[src/design/irpw_pkg.sv]
`timescale 1ns / 1ps
// ----------------------------------------------------------------------------
// IR pulse width decoder package
// Shared payload types, operation codes, register indexes and constants.
// ----------------------------------------------------------------------------
package irpw_pkg;

   typedef struct packed {
      logic       kind;
      logic [7:0] mark_width;
   } req_type;

   typedef struct packed {
      logic [7:0] read_data;
      logic       command_stored;
   } rsp_type;

   // Classified operation handed from the front end to the back end.
   typedef enum logic [1:0] {
      OP_BIT0  = 2'd0,
      OP_BIT1  = 2'd1,
      OP_START = 2'd2,
      OP_READ  = 2'd3
   } op_type;

   typedef struct packed {
      logic [7:0] zero_threshold;
      logic [7:0] one_threshold;
      logic [7:0] address_a;
      logic [7:0] address_b;
      logic [7:0] address_c;
   } cfg_type;

   typedef struct packed {
      logic exec;
      logic store;
   } back_status_type;

   localparam logic [2:0] CSR_ZERO_THRESHOLD = 3'd0;
   localparam logic [2:0] CSR_ONE_THRESHOLD  = 3'd1;
   localparam logic [2:0] CSR_ADDRESS_A      = 3'd2;
   localparam logic [2:0] CSR_ADDRESS_B      = 3'd3;
   localparam logic [2:0] CSR_ADDRESS_C      = 3'd4;

   localparam logic [7:0] RESET_ZERO_THRESHOLD = 8'd14;
   localparam logic [7:0] RESET_ONE_THRESHOLD  = 8'd30;
   localparam logic [7:0] RESET_ADDRESS_A      = 8'd26;
   localparam logic [7:0] RESET_ADDRESS_B      = 8'd17;
   localparam logic [7:0] RESET_ADDRESS_C      = 8'd1;

   localparam logic [3:0] COMMAND_BITS = 4'd7;
   localparam logic [3:0] FRAME_BITS   = 4'd12;
   localparam logic [3:0] COUNT_LIMIT  = 4'd13;
   localparam logic [7:0] EMPTY_CODE   = 8'hFF;

endpackage

[src/design/ir_pulse_width_command_decoder.sv]
`timescale 1ns / 1ps
// ----------------------------------------------------------------------------
// IR pulse width command decoder
// Decodes 12-bit pulse-width remote frames and serves queued commands.
// ----------------------------------------------------------------------------
// The block takes one transaction per clock cycle while rsp_stall stays low and
// the queue is not full, and gives one result for each. The accepting edge
// writes the operation into the two-entry operation queue. When the back end
// takes it from the queue, it runs through the back end, whose frame state and
// ring pointers update together and whose registered ring read forms the
// result stage. The command ring holds RING_DEPTH entries, has no reset and
// needs no clearing pass after reset; writes do not check for a full ring, so
// an overrun makes it look empty. The user must write thresholds and addresses
// through the csr port only while idle; the block itself does not enforce it.
// ----------------------------------------------------------------------------
module ir_pulse_width_command_decoder
   import irpw_pkg::*;
#(
   parameter int RING_DEPTH = 16
) (
   input  logic       clock,
   input  logic       reset,
   input  logic       req_valid,
   output logic       req_stall,
   input  req_type    req_payload,
   output logic       rsp_valid,
   input  logic       rsp_stall,
   output rsp_type    rsp_payload,
   input  logic       csr_valid,
   output logic       csr_ready,
   input  logic [2:0] csr_index,
   input  logic [7:0] csr_data
);

   cfg_type         cfg_ff;
   cfg_type         cfg_in;
   op_type          front_op;
   op_type          q_op;
   logic            q_full;
   logic            q_valid;
   logic            q_pop;
   back_status_type back_status;

   assign csr_ready = 1'b1;
   assign req_stall = q_full;

   always_comb begin
      cfg_in = cfg_ff;
      if (csr_valid && csr_ready) begin
         case (csr_index)
            CSR_ZERO_THRESHOLD: cfg_in.zero_threshold = csr_data;
            CSR_ONE_THRESHOLD:  cfg_in.one_threshold  = csr_data;
            CSR_ADDRESS_A:      cfg_in.address_a      = csr_data;
            CSR_ADDRESS_B:      cfg_in.address_b      = csr_data;
            CSR_ADDRESS_C:      cfg_in.address_c      = csr_data;
            default:            cfg_in                = cfg_ff;
         endcase
      end
   end

   always_ff @(posedge clock) begin
      if (reset) begin
         cfg_ff.zero_threshold <= RESET_ZERO_THRESHOLD;
         cfg_ff.one_threshold  <= RESET_ONE_THRESHOLD;
         cfg_ff.address_a      <= RESET_ADDRESS_A;
         cfg_ff.address_b      <= RESET_ADDRESS_B;
         cfg_ff.address_c      <= RESET_ADDRESS_C;
      end else begin
         cfg_ff <= cfg_in;
      end
   end

   irpw_front u_front (
      .req_payload (req_payload),
      .cfg         (cfg_ff),
      .op          (front_op)
   );

   irpw_queue u_queue (
      .clock     (clock),
      .reset     (reset),
      .push      (req_valid),
      .push_op   (front_op),
      .full      (q_full),
      .pop       (q_pop),
      .out_valid (q_valid),
      .out_op    (q_op)
   );

   irpw_back #(
      .RING_DEPTH (RING_DEPTH)
   ) u_back (
      .clock       (clock),
      .reset       (reset),
      .cfg         (cfg_ff),
      .op_valid    (q_valid),
      .op          (q_op),
      .op_pop      (q_pop),
      .status      (back_status),
      .rsp_valid   (rsp_valid),
      .rsp_stall   (rsp_stall),
      .rsp_payload (rsp_payload)
   );

`ifndef SYNTHESIS
   // A full queue always has an operation on offer to the back end.
   assert property (@(posedge clock) disable iff (reset) req_stall |-> q_valid)
      else $error("queue full without a pending operation");

   // A queued command shows up as the next result, flagged as stored.
   assert property (@(posedge clock) disable iff (reset)
      back_status.store |=> rsp_valid && rsp_payload.command_stored)
      else $error("stored command not reported");

   // The back end never overwrites a result that is still stalled.
   assert property (@(posedge clock) disable iff (reset)
      back_status.exec |-> !(rsp_valid && rsp_stall))
      else $error("result overwritten while stalled");

   // Reset empties both the queue and the result stage.
   assert property (@(posedge clock) reset |=> !rsp_valid && !q_valid)
      else $error("pipeline not empty after reset");
`endif

endmodule

[src/design/irpw_front.sv]
`timescale 1ns / 1ps
// ----------------------------------------------------------------------------
// IR pulse width decoder front end
// Classifies each incoming transaction as a zero bit, one bit, start mark or
// read request against the configured thresholds.
// ----------------------------------------------------------------------------
module irpw_front
   import irpw_pkg::*;
(
   input  req_type req_payload,
   input  cfg_type cfg,
   output op_type  op
);

   always_comb begin
      if (req_payload.kind) begin
         op = OP_READ;
      end else if (req_payload.mark_width < cfg.zero_threshold) begin
         op = OP_BIT0;
      end else if (req_payload.mark_width < cfg.one_threshold) begin
         op = OP_BIT1;
      end else begin
         op = OP_START;
      end
   end

endmodule

[src/design/irpw_queue.sv]
`timescale 1ns / 1ps
// ----------------------------------------------------------------------------
// IR pulse width decoder operation queue
// Two-entry queue of classified operations between front and back ends.
// ----------------------------------------------------------------------------
module irpw_queue
   import irpw_pkg::*;
(
   input  logic   clock,
   input  logic   reset,
   input  logic   push,
   input  op_type push_op,
   output logic   full,
   input  logic   pop,
   output logic   out_valid,
   output op_type out_op
);

   localparam int QUEUE_DEPTH = 2;

   op_type     slot_ff [QUEUE_DEPTH];
   logic       wr_ptr_ff;
   logic       wr_ptr_in;
   logic       rd_ptr_ff;
   logic       rd_ptr_in;
   logic [1:0] count_ff;
   logic [1:0] count_in;
   logic       do_push;
   logic       do_pop;

   assign full      = (count_ff == 2'(QUEUE_DEPTH));
   assign out_valid = (count_ff != 2'd0);
   assign out_op    = slot_ff[rd_ptr_ff];
   assign do_push   = push && !full;
   assign do_pop    = pop && out_valid;

   always_comb begin
      wr_ptr_in = do_push ? !wr_ptr_ff : wr_ptr_ff;
      rd_ptr_in = do_pop ? !rd_ptr_ff : rd_ptr_ff;
      count_in  = count_ff + 2'(do_push) - 2'(do_pop);
   end

   always_ff @(posedge clock) begin
      if (reset) begin
         wr_ptr_ff <= 1'b0;
         rd_ptr_ff <= 1'b0;
         count_ff  <= 2'd0;
      end else begin
         wr_ptr_ff <= wr_ptr_in;
         rd_ptr_ff <= rd_ptr_in;
         count_ff  <= count_in;
      end
   end

   always_ff @(posedge clock) begin
      if (do_push) begin
         slot_ff[wr_ptr_ff] <= push_op;
      end
   end

endmodule

[src/design/irpw_back.sv]
`timescale 1ns / 1ps
// ----------------------------------------------------------------------------
// IR pulse width decoder back end
// Assembles frames from bit operations, queues matching commands in the ring
// and serves read requests through a registered result stage.
// ----------------------------------------------------------------------------
module irpw_back
   import irpw_pkg::*;
#(
   parameter int RING_DEPTH = 16
) (
   input  logic            clock,
   input  logic            reset,
   input  cfg_type         cfg,
   input  logic            op_valid,
   input  op_type          op,
   output logic            op_pop,
   output back_status_type status,
   output logic            rsp_valid,
   input  logic            rsp_stall,
   output rsp_type         rsp_payload
);

   localparam int IDX_W = (RING_DEPTH > 1) ? $clog2(RING_DEPTH) : 1;
   localparam logic [IDX_W-1:0] LAST_SLOT = IDX_W'(RING_DEPTH - 1);

   logic [6:0]       ring_ff [RING_DEPTH];
   logic [6:0]       rd_data_ff;
   logic [6:0]       command_ff;
   logic [6:0]       command_in;
   logic [7:0]       address_ff;
   logic [7:0]       address_in;
   logic [3:0]       count_ff;
   logic [3:0]       count_in;
   logic [IDX_W-1:0] wr_idx_ff;
   logic [IDX_W-1:0] wr_idx_in;
   logic [IDX_W-1:0] rd_idx_ff;
   logic [IDX_W-1:0] rd_idx_in;
   logic             rsp_valid_ff;
   logic             rsp_valid_in;
   logic             hit_ff;
   logic             hit_in;
   logic             stored_ff;
   logic             stored_in;
   logic             exec;
   logic             is_bit;
   logic             bit_value;
   logic             store;
   logic             read_hit;
   logic             addr_match;
   logic [3:0]       addr_pos;

   // An operation runs only when the result register is free or draining.
   assign exec      = op_valid && (!rsp_valid_ff || !rsp_stall);
   assign op_pop    = exec;
   assign is_bit    = (op == OP_BIT0) || (op == OP_BIT1);
   assign bit_value = (op == OP_BIT1);
   assign addr_pos  = count_ff - COMMAND_BITS;

   always_comb begin
      command_in = command_ff;
      address_in = address_ff;
      count_in   = count_ff;
      if (exec && (op == OP_START)) begin
         command_in = 7'd0;
         address_in = 8'd0;
         count_in   = 4'd0;
      end else if (exec && is_bit && (count_ff < COUNT_LIMIT)) begin
         count_in = count_ff + 4'd1;
         if (count_ff < COMMAND_BITS) begin
            command_in[count_ff[2:0]] = bit_value;
         end else begin
            address_in[addr_pos[2:0]] = bit_value;
         end
      end
   end

   assign addr_match = (address_in == cfg.address_a) || (address_in == cfg.address_b) ||
                       (address_in == cfg.address_c);
   // Only the bit that takes the count from eleven to twelve completes a frame.
   assign store    = exec && is_bit && (count_ff == FRAME_BITS - 4'd1) && addr_match;
   assign read_hit = exec && (op == OP_READ) && (wr_idx_ff != rd_idx_ff);

   always_comb begin
      wr_idx_in = wr_idx_ff;
      rd_idx_in = rd_idx_ff;
      if (store) begin
         wr_idx_in = (wr_idx_ff == LAST_SLOT) ? '0 : wr_idx_ff + IDX_W'(1);
      end
      if (read_hit) begin
         rd_idx_in = (rd_idx_ff == LAST_SLOT) ? '0 : rd_idx_ff + IDX_W'(1);
      end
   end

   always_comb begin
      if (exec) begin
         rsp_valid_in = 1'b1;
         hit_in       = read_hit;
         stored_in    = store;
      end else begin
         rsp_valid_in = rsp_valid_ff && rsp_stall;
         hit_in       = hit_ff;
         stored_in    = stored_ff;
      end
   end

   always_ff @(posedge clock) begin
      if (reset) begin
         command_ff   <= 7'd0;
         address_ff   <= 8'd0;
         count_ff     <= 4'd0;
         wr_idx_ff    <= '0;
         rd_idx_ff    <= '0;
         rsp_valid_ff <= 1'b0;
         hit_ff       <= 1'b0;
         stored_ff    <= 1'b0;
      end else begin
         command_ff   <= command_in;
         address_ff   <= address_in;
         count_ff     <= count_in;
         wr_idx_ff    <= wr_idx_in;
         rd_idx_ff    <= rd_idx_in;
         rsp_valid_ff <= rsp_valid_in;
         hit_ff       <= hit_in;
         stored_ff    <= stored_in;
      end
   end

   always_ff @(posedge clock) begin
      if (store) begin
         ring_ff[wr_idx_ff] <= command_in;
      end
   end

   always_ff @(posedge clock) begin
      if (read_hit) begin
         rd_data_ff <= ring_ff[rd_idx_ff];
      end
   end

   assign rsp_valid                  = rsp_valid_ff;
   assign rsp_payload.read_data      = hit_ff ? {1'b0, rd_data_ff} : EMPTY_CODE;
   assign rsp_payload.command_stored = stored_ff;
   assign status.exec                = exec;
   assign status.store               = store;

endmodule
[config.mk]
export PLATFORM = sky130hd
export DESIGN_NAME = ir_pulse_width_command_decoder
export DESIGN_NICKNAME = d
export VERILOG_FILES = /design/src/design/irpw_pkg.sv /design/src/design/ir_pulse_width_command_decoder.sv /design/src/design/irpw_front.sv /design/src/design/irpw_queue.sv /design/src/design/irpw_back.sv
export SDC_FILE = /design/constraint.sdc
export NUM_CORES = 1
export LEC_CHECK = 0
export BUFFER_PORTS_ARGS = -buffer_cell sky130_fd_sc_hd__buf_2
export CORE_MARGIN = 2
export CORE_UTILIZATION = 60
export DETAILED_ROUTE_END_ITERATION = 7
export PLACE_DENSITY = 0.82
export SETUP_SLACK_MARGIN = 0.15
export SLEW_MARGIN = 20
export SYNTH_ARGS = -nofsm -noshare
export SYNTH_HDL_FRONTEND = slang
export SYNTH_HIERARCHICAL = 1
export SYNTH_SLANG_ARGS = --single-unit
[constraint.sdc]
create_clock -name clock -period 4.7 [get_ports clock]
set_clock_uncertainty 0.05 [all_clocks]
set_input_delay 0.235 -clock clock [delete_from_list [all_inputs] [get_ports clock]]
set_output_delay 0.235 -clock clock [all_outputs]
set_load 0.03 [all_outputs]
[After elaboration in Yosys (flattened, before gate mapping)]
Memories as Yosys holds them, arrays and structs flattened. A register that Yosys moved wholly into a read port is not among the register bits.
Cells that the tools add are included.
W data, S select, Z words.
Cells by class
  reductions and logical operators: 31
  order comparisons: 8
  bitwise gates (word level): 0
  add/sub/neg operators: 6
  muxes and demuxes: 25
  shifts and indexed selects: 0
  divide/modulo/power cells: 0
  multiply operators: 0
  equality and inequality tests: 15
Operator list (count)
  $mux W8: 4
  $eq A8 B8 Y1: 3
  $mux W7: 3
  $lt A8 B8 Y1: 2
  $logic_and A1 B1 Y1: 13
  $add A4 B1 Y4 const B: 3
  $eq A4 B4 Y1 const B: 3
  $reduce_and A2 Y1: 5
  $mux W1: 9
  $bwmux W8: 1
  $lt A3 B4 Y1 const B: 2
  $mux W4: 2
  $bwmux W7: 1
  $demux W1 S3: 2
  $eq A2 B2 Y1 const B: 3
  $eq A3 B2 Y1 const B: 2
  $ge A3 B1 Y1 const B: 2
  $mux W2: 3
  $logic_not A1 Y1: 5
  $logic_or A1 B1 Y1: 4
  $lt A4 B3 Y1 const B: 1
  $lt A4 B4 Y1 const B: 1
  $ne A4 B4 Y1: 1
  $eq A3 B1 Y1 const B: 1
  9 further kinds: 9
Word-level totals
  memory bits (writable): 116
  logic and storage cells: 103
  output and inout port bits: 12
  latch bits: 0
  ROM bits: 0
  memories kept: 2
  register bits: 74
  bits of input ports: 25
Memories
  u_back.ring_ff: words 16, width 7, read ports 1, clocked after memory_dff 1, wr ports 1, line irpw_back.sv:27  | logic [6:0] ring_ff [RING_DEPTH];
  u_queue.slot_ff: words 2, width 2, read ports 1, clocked after memory_dff 1, wr ports 1, line irpw_queue.sv:21  | op_type slot_ff [QUEUE_DEPTH];

[Longest topological paths before layout]
  depth in word-level cells: 15
  gate-level depth with buffers: 15

[By module]
Netlist, hierarchy kept.
Modules (own cells, without submodules)
  irpw_back: seq. area each 4174.0 sq um, cells an instance 646, area an instance 7847.5 sq um, times used 1
  ir_pulse_width_command_decoder: seq. area each 800.8 sq um, cells an instance 155, area an instance 1636.6 sq um, times used 1
  irpw_front: seq. area each 0.0 sq um, cells an instance 53, area an instance 381.6 sq um, times used 1
  irpw_queue: seq. area each 220.2 sq um, cells an instance 32, area an instance 376.6 sq um, times used 1

[Worst setup path after synthesis]
OpenSTA, ideal clock, no wires.
  path type: register to register
  start point: register u_back.count_ff[0]
  end point: memory u_back.ring_ff[15][0], enable pin
  required time: 4324 ps
  stages on the path, launching flop included: 15
  arrival: 3242 ps
  clock period less this slack: 3618 ps
  path buffers: 4
  slack: 1082 ps
  cells stage by stage: dfxtp_1 -> buf_2 -> inv_1 -> ha_1 -> inv_1 -> clkbuf_1 -> nand2_1 -> a32o_1 -> a2111oi_2 -> o21ai_1 -> nor4_1 -> or3_1 -> buf_6 -> buf_6 -> and3_1
Between the ends
  longest elaborated chain between the ends: 15
  elaborated cells on any way between the ends: 23
  those cells by class: 1 x add/sub; 4 x order compare; 4 x eq/ne; 8 x mux; 6 x reduce/logical
RTL lines
  from (decl): line irpw_back.sv:33  | logic [3:0] count_ff;
  from (signal assigned): line irpw_back.sv:120  | count_ff <= count_in;
  $sub A3 B3 Y3 *: line irpw_back.sv:58  | assign addr_pos = count_ff - COMMAND_BITS;
  via u_back.addr_pos[0]: line irpw_back.sv:51  | logic [3:0] addr_pos;
  $lt A3 B4 Y1 (implied by the code) or $ge A3 B1 Y1 (tied branches): line irpw_back.sv:73  | address_in[addr_pos[2:0]] = bit_value;
  $logic_and A1 B1 Y1 (implied by the code): line irpw_back.sv:73
  $mux W1 (implied by the code): line irpw_back.sv:73
  $demux W1 S3 *
  $bwmux W8 *: line irpw_back.sv:73
  $mux W8 *: line irpw_back.sv:70  | if (count_ff < COMMAND_BITS) begin
  $mux W8 *: line irpw_back.sv:68  | end else if (exec && is_bit && (count_ff < COUNT_LIMIT)) begin
  $mux W8 *: line irpw_back.sv:64  | if (exec && (op == OP_START)) begin
  $eq A8 B8 Y1: line irpw_back.sv:78  | assign addr_match = (address_in == cfg.address_a) || (address_in == cfg.address_b) ||
  $logic_or A1 B1 Y1: line irpw_back.sv:78
  $logic_or A1 B1 Y1 *: line irpw_back.sv:78
  $logic_and A1 B1 Y1 *: line irpw_back.sv:81  | assign store = exec && is_bit && (count_ff == FRAME_BITS - 4'd1) && addr_match;
  via u_back.store: line irpw_back.sv:48  | logic store;
  $mux W1 *: line irpw_back.sv:130  | if (store) begin
  $mux W1 (implied by the code) *: line irpw_back.sv:131  | ring_ff[wr_idx_ff] <= command_in;
  to (decl): line irpw_back.sv:27
The timed path passes the listed nets; every way through them passes the cells marked *.

[Worst setup path after layout]
  start point: register u_back.count_ff[0]
  end point: memory u_back.ring_ff[0][2], enable pin
Between the ends
  longest elaborated chain between the ends: 15
  elaborated cells on any way between the ends: 23
  those cells by class: 1 x add/sub; 4 x order compare; 4 x eq/ne; 8 x mux; 6 x reduce/logical
RTL lines (line)
  $sub A3 B3 Y3 *: irpw_back.sv:58
  via u_back.addr_pos[0]: irpw_back.sv:51
  $lt A3 B4 Y1 (implied by the code) or $ge A3 B1 Y1 (tied branches): irpw_back.sv:73
  $logic_and A1 B1 Y1 (implied by the code): irpw_back.sv:73
  $mux W1 (implied by the code): irpw_back.sv:73
  $demux W1 S3 *
  $bwmux W8 *: irpw_back.sv:73
  $mux W8 *: irpw_back.sv:70
  $mux W8 *: irpw_back.sv:68
  $mux W8 *: irpw_back.sv:64
  $eq A8 B8 Y1: irpw_back.sv:78
  $logic_or A1 B1 Y1: irpw_back.sv:78
  $logic_or A1 B1 Y1 *: irpw_back.sv:78
  $logic_and A1 B1 Y1 *: irpw_back.sv:81
  $mux W1 *: irpw_back.sv:130
  $mux W1 (implied by the code) *: irpw_back.sv:131
Marks and branches as above.

==> reports/results.ini <==
[status]
run_status=completed

[routing]
drt_iter0_markers=1059
routed_wirelength_um=28300
drc=0
wire_per_inst_um=24.7
vias_per_cell=6.72
via_count=7669
dr.pass1.iters=6
ant_nets=0

[global_routing]
antenna_found_initial=0
first_global_vias=7435
grt_usage_pct=32.2
grt_start_max_net_pins=65
overflow=0
grt_pass1_wl_um=43300

[floorplanning]
die_area_um2=18100
die_w_um=135
ios=37
initial_core_util_pct=61.5
num_rows=47
core_area_um2=16600
die_h_um=135

[sta]
setup_tns_ns=0
relSlewSlack_pct=34.8
slew_violations=0
finalSetupViolCount=0
max_freq_mhz=230
rsz0062_at_grt=no
worst_slew_pin_slew_ns=0.964
layout_worst_path_cycle_share_pct=92.4
hold_viol=0
finalCriticalPeriod_ns=4.34
finalHoldWorstSlack_ns=0.0373

[critical_path]
slowest_stage=nor4_1
worstPathCellList=inv_1 -> ha_1 -> and3b_1 -> nor3_2 -> buf_4 -> a21oi_1 -> nor4_1 -> o2111ai_1 -> nor4_1 -> or3_4 -> and3_1
crit_required_ns=4.75
critical_path.top_delay_family=simple AND/OR/NAND/NOR gates
worst-path-max-fanout=16
critPathKind=flop to flop
crit_path_frequent_cell=nor4_1
crit_buf_inv=2
endpoint_kind=flop
arrival_ns=4.39
critPathLaunchType=flop
cpPeakStageDelay_ns=0.64

[cts]
insertion_delay_ns=0.44
cts-root-buf=clkbuf_16
htree_levels=4
clockBufferDepth=2
cts_buffers=17
clkTransAtPathRegs_ns=0.08
cts_tree=yes
post_cts_buffers=0
holdBufCountCts=0
cts_sinks=198

[final_layout]
drive_gt1_share_pct=16.7
nets=956
syn_to_final_growth_pct=9.70
fillers=1195
final_util_pct=67.4

[logic_synthesis]
synth_area_um2=10200
yosys_warnings=6
synth_area_per_cell_um2=11.6
synth_nets=932
synth_cells=884

[run]
maxCapViolCount=0

[placement]
hpwl_um=19900
io_buffers=35
gp_congestion=1.04

[power]
p_leak_uw=0.00416
ir_drop_uv=262
powerDensity_nw_per_um2=359

[hold_path]
min_path_type=input port to flop

==> placed cells by master (no fill, tap or decap), types with 4 or more instances in the layout <==
cell type	instances
a21o_1	5
a21oi_1	36
a22oi_1	4
a31oi_1	4
and3_1	24
buf_2	35
buf_4	24
clkbuf_16	17
dfxtp_1	74
edfxtp_1	123
ha_1	23
inv_1	29
inv_8	4
mux2i_1	48
mux4_2	35
nand2_1	38
nand2b_1	59
nand3_1	25
nand4_1	11
nor2_1	66
nor2b_1	29
nor3_1	23
nor4_1	7
o211ai_1	4
o21ai_0	20
o22ai_1	7
o31ai_1	8
o32ai_1	6
or4b_1	4
xnor2_1	11
==> sequential cells by signal (all words and copies together), names as in the netlist, 2 cells and up, named ones only <==
| register | flops |
|---|---|
| u_back/ring_ff | 112 |
| cfg_ff | 40 |
| u_back/address_ff | 8 |
| u_back/command_ff | 7 |
| u_back/rd_data_ff | 7 |
| u_back/count_ff | 4 |
| u_back/rd_idx_ff | 4 |
| u_back/wr_idx_ff | 4 |
| u_queue/slot_ff | 4 |
| u_queue/count_ff | 2 |
==> final cells by class <==
cell class / count / area, um^2 / area share [%]
sequential: 198 / 5200 / 46.3
multi-input combinational: 601 / 4660 / 41.6
clock buffer: 17 / 425 / 3.79
timing repair buffer: 59 / 355 / 3.17
tap: 220 / 275 / 2.45
clock inverter: 15 / 185 / 1.65
inverter: 31 / 116 / 1.04
antenna: 1 / 2.50 / 0.0223
==> power breakdown <==
group	leakage, uW	switching (uW)	internal [uW]
clock	0.000294	757	733
combinational	0.00205	427	203
sequential	0.00182	37.5	1870
==> layer usage <==
layer | vias up | routed length [um] | track usage, %
met5 | - | 0 | 0
met4 | 0 | 953 | 12.9
met3 | 87 | 2560 | 5.97
met2 | 521 | 13300 | 51.4
met1 | 3680 | 11500 | 43.9
li1 | 3381 | - | -
==> stage by stage <==
| step | worst slack (ns) | std cells | area, um^2 | power, uW |
|---|---|---|---|---|
| finish | 0.357 | 1142 | 11200 | 4030 |
| global route | 0.233 | 1141 | 11200 | 4140 |
| CTS | 0.268 | 1141 | 11200 | 4020 |
| detailed placement | 0.253 | 1109 | 10600 | 2550 |
| global placement | 0.433 | 1109 | 10600 | 2540 |
| floorplan | 1.09 | 884 | 10200 | 2370 |
==> worst min-delay path: cells and delay by family <==
family,cells,cell delay [ns]
compound gates,1,0.07
buf+inv,1,0.11
simple gates,1,0.07
==> worst paths after layout <==
check,start,to,slack [ns],cells after the start
max reg2reg,u_back/count_ff[0]$_SDFFE_PP0N_,u_back/ring_ff[0][2]$_DFFE_PP_,0.36,11
min,rsp_stall,u_back/rsp_valid$_SDFF_PP0_,0.04,3
min reg2reg,cfg_ff[36]$_SDFFE_PP0P_,cfg_ff[36]$_SDFFE_PP0P_,0.43,2
max,u_back/count_ff[0]$_SDFFE_PP0N_,u_back/ring_ff[0][2]$_DFFE_PP_,0.36,11
==> what timing repair did <==
action | CTS | global route
setup endpoints to repair | 0 | 112
gates resized for setup | 0 | 2
hold endpoints to repair | 0 | 0
Power figures use the tool's default switching activity.
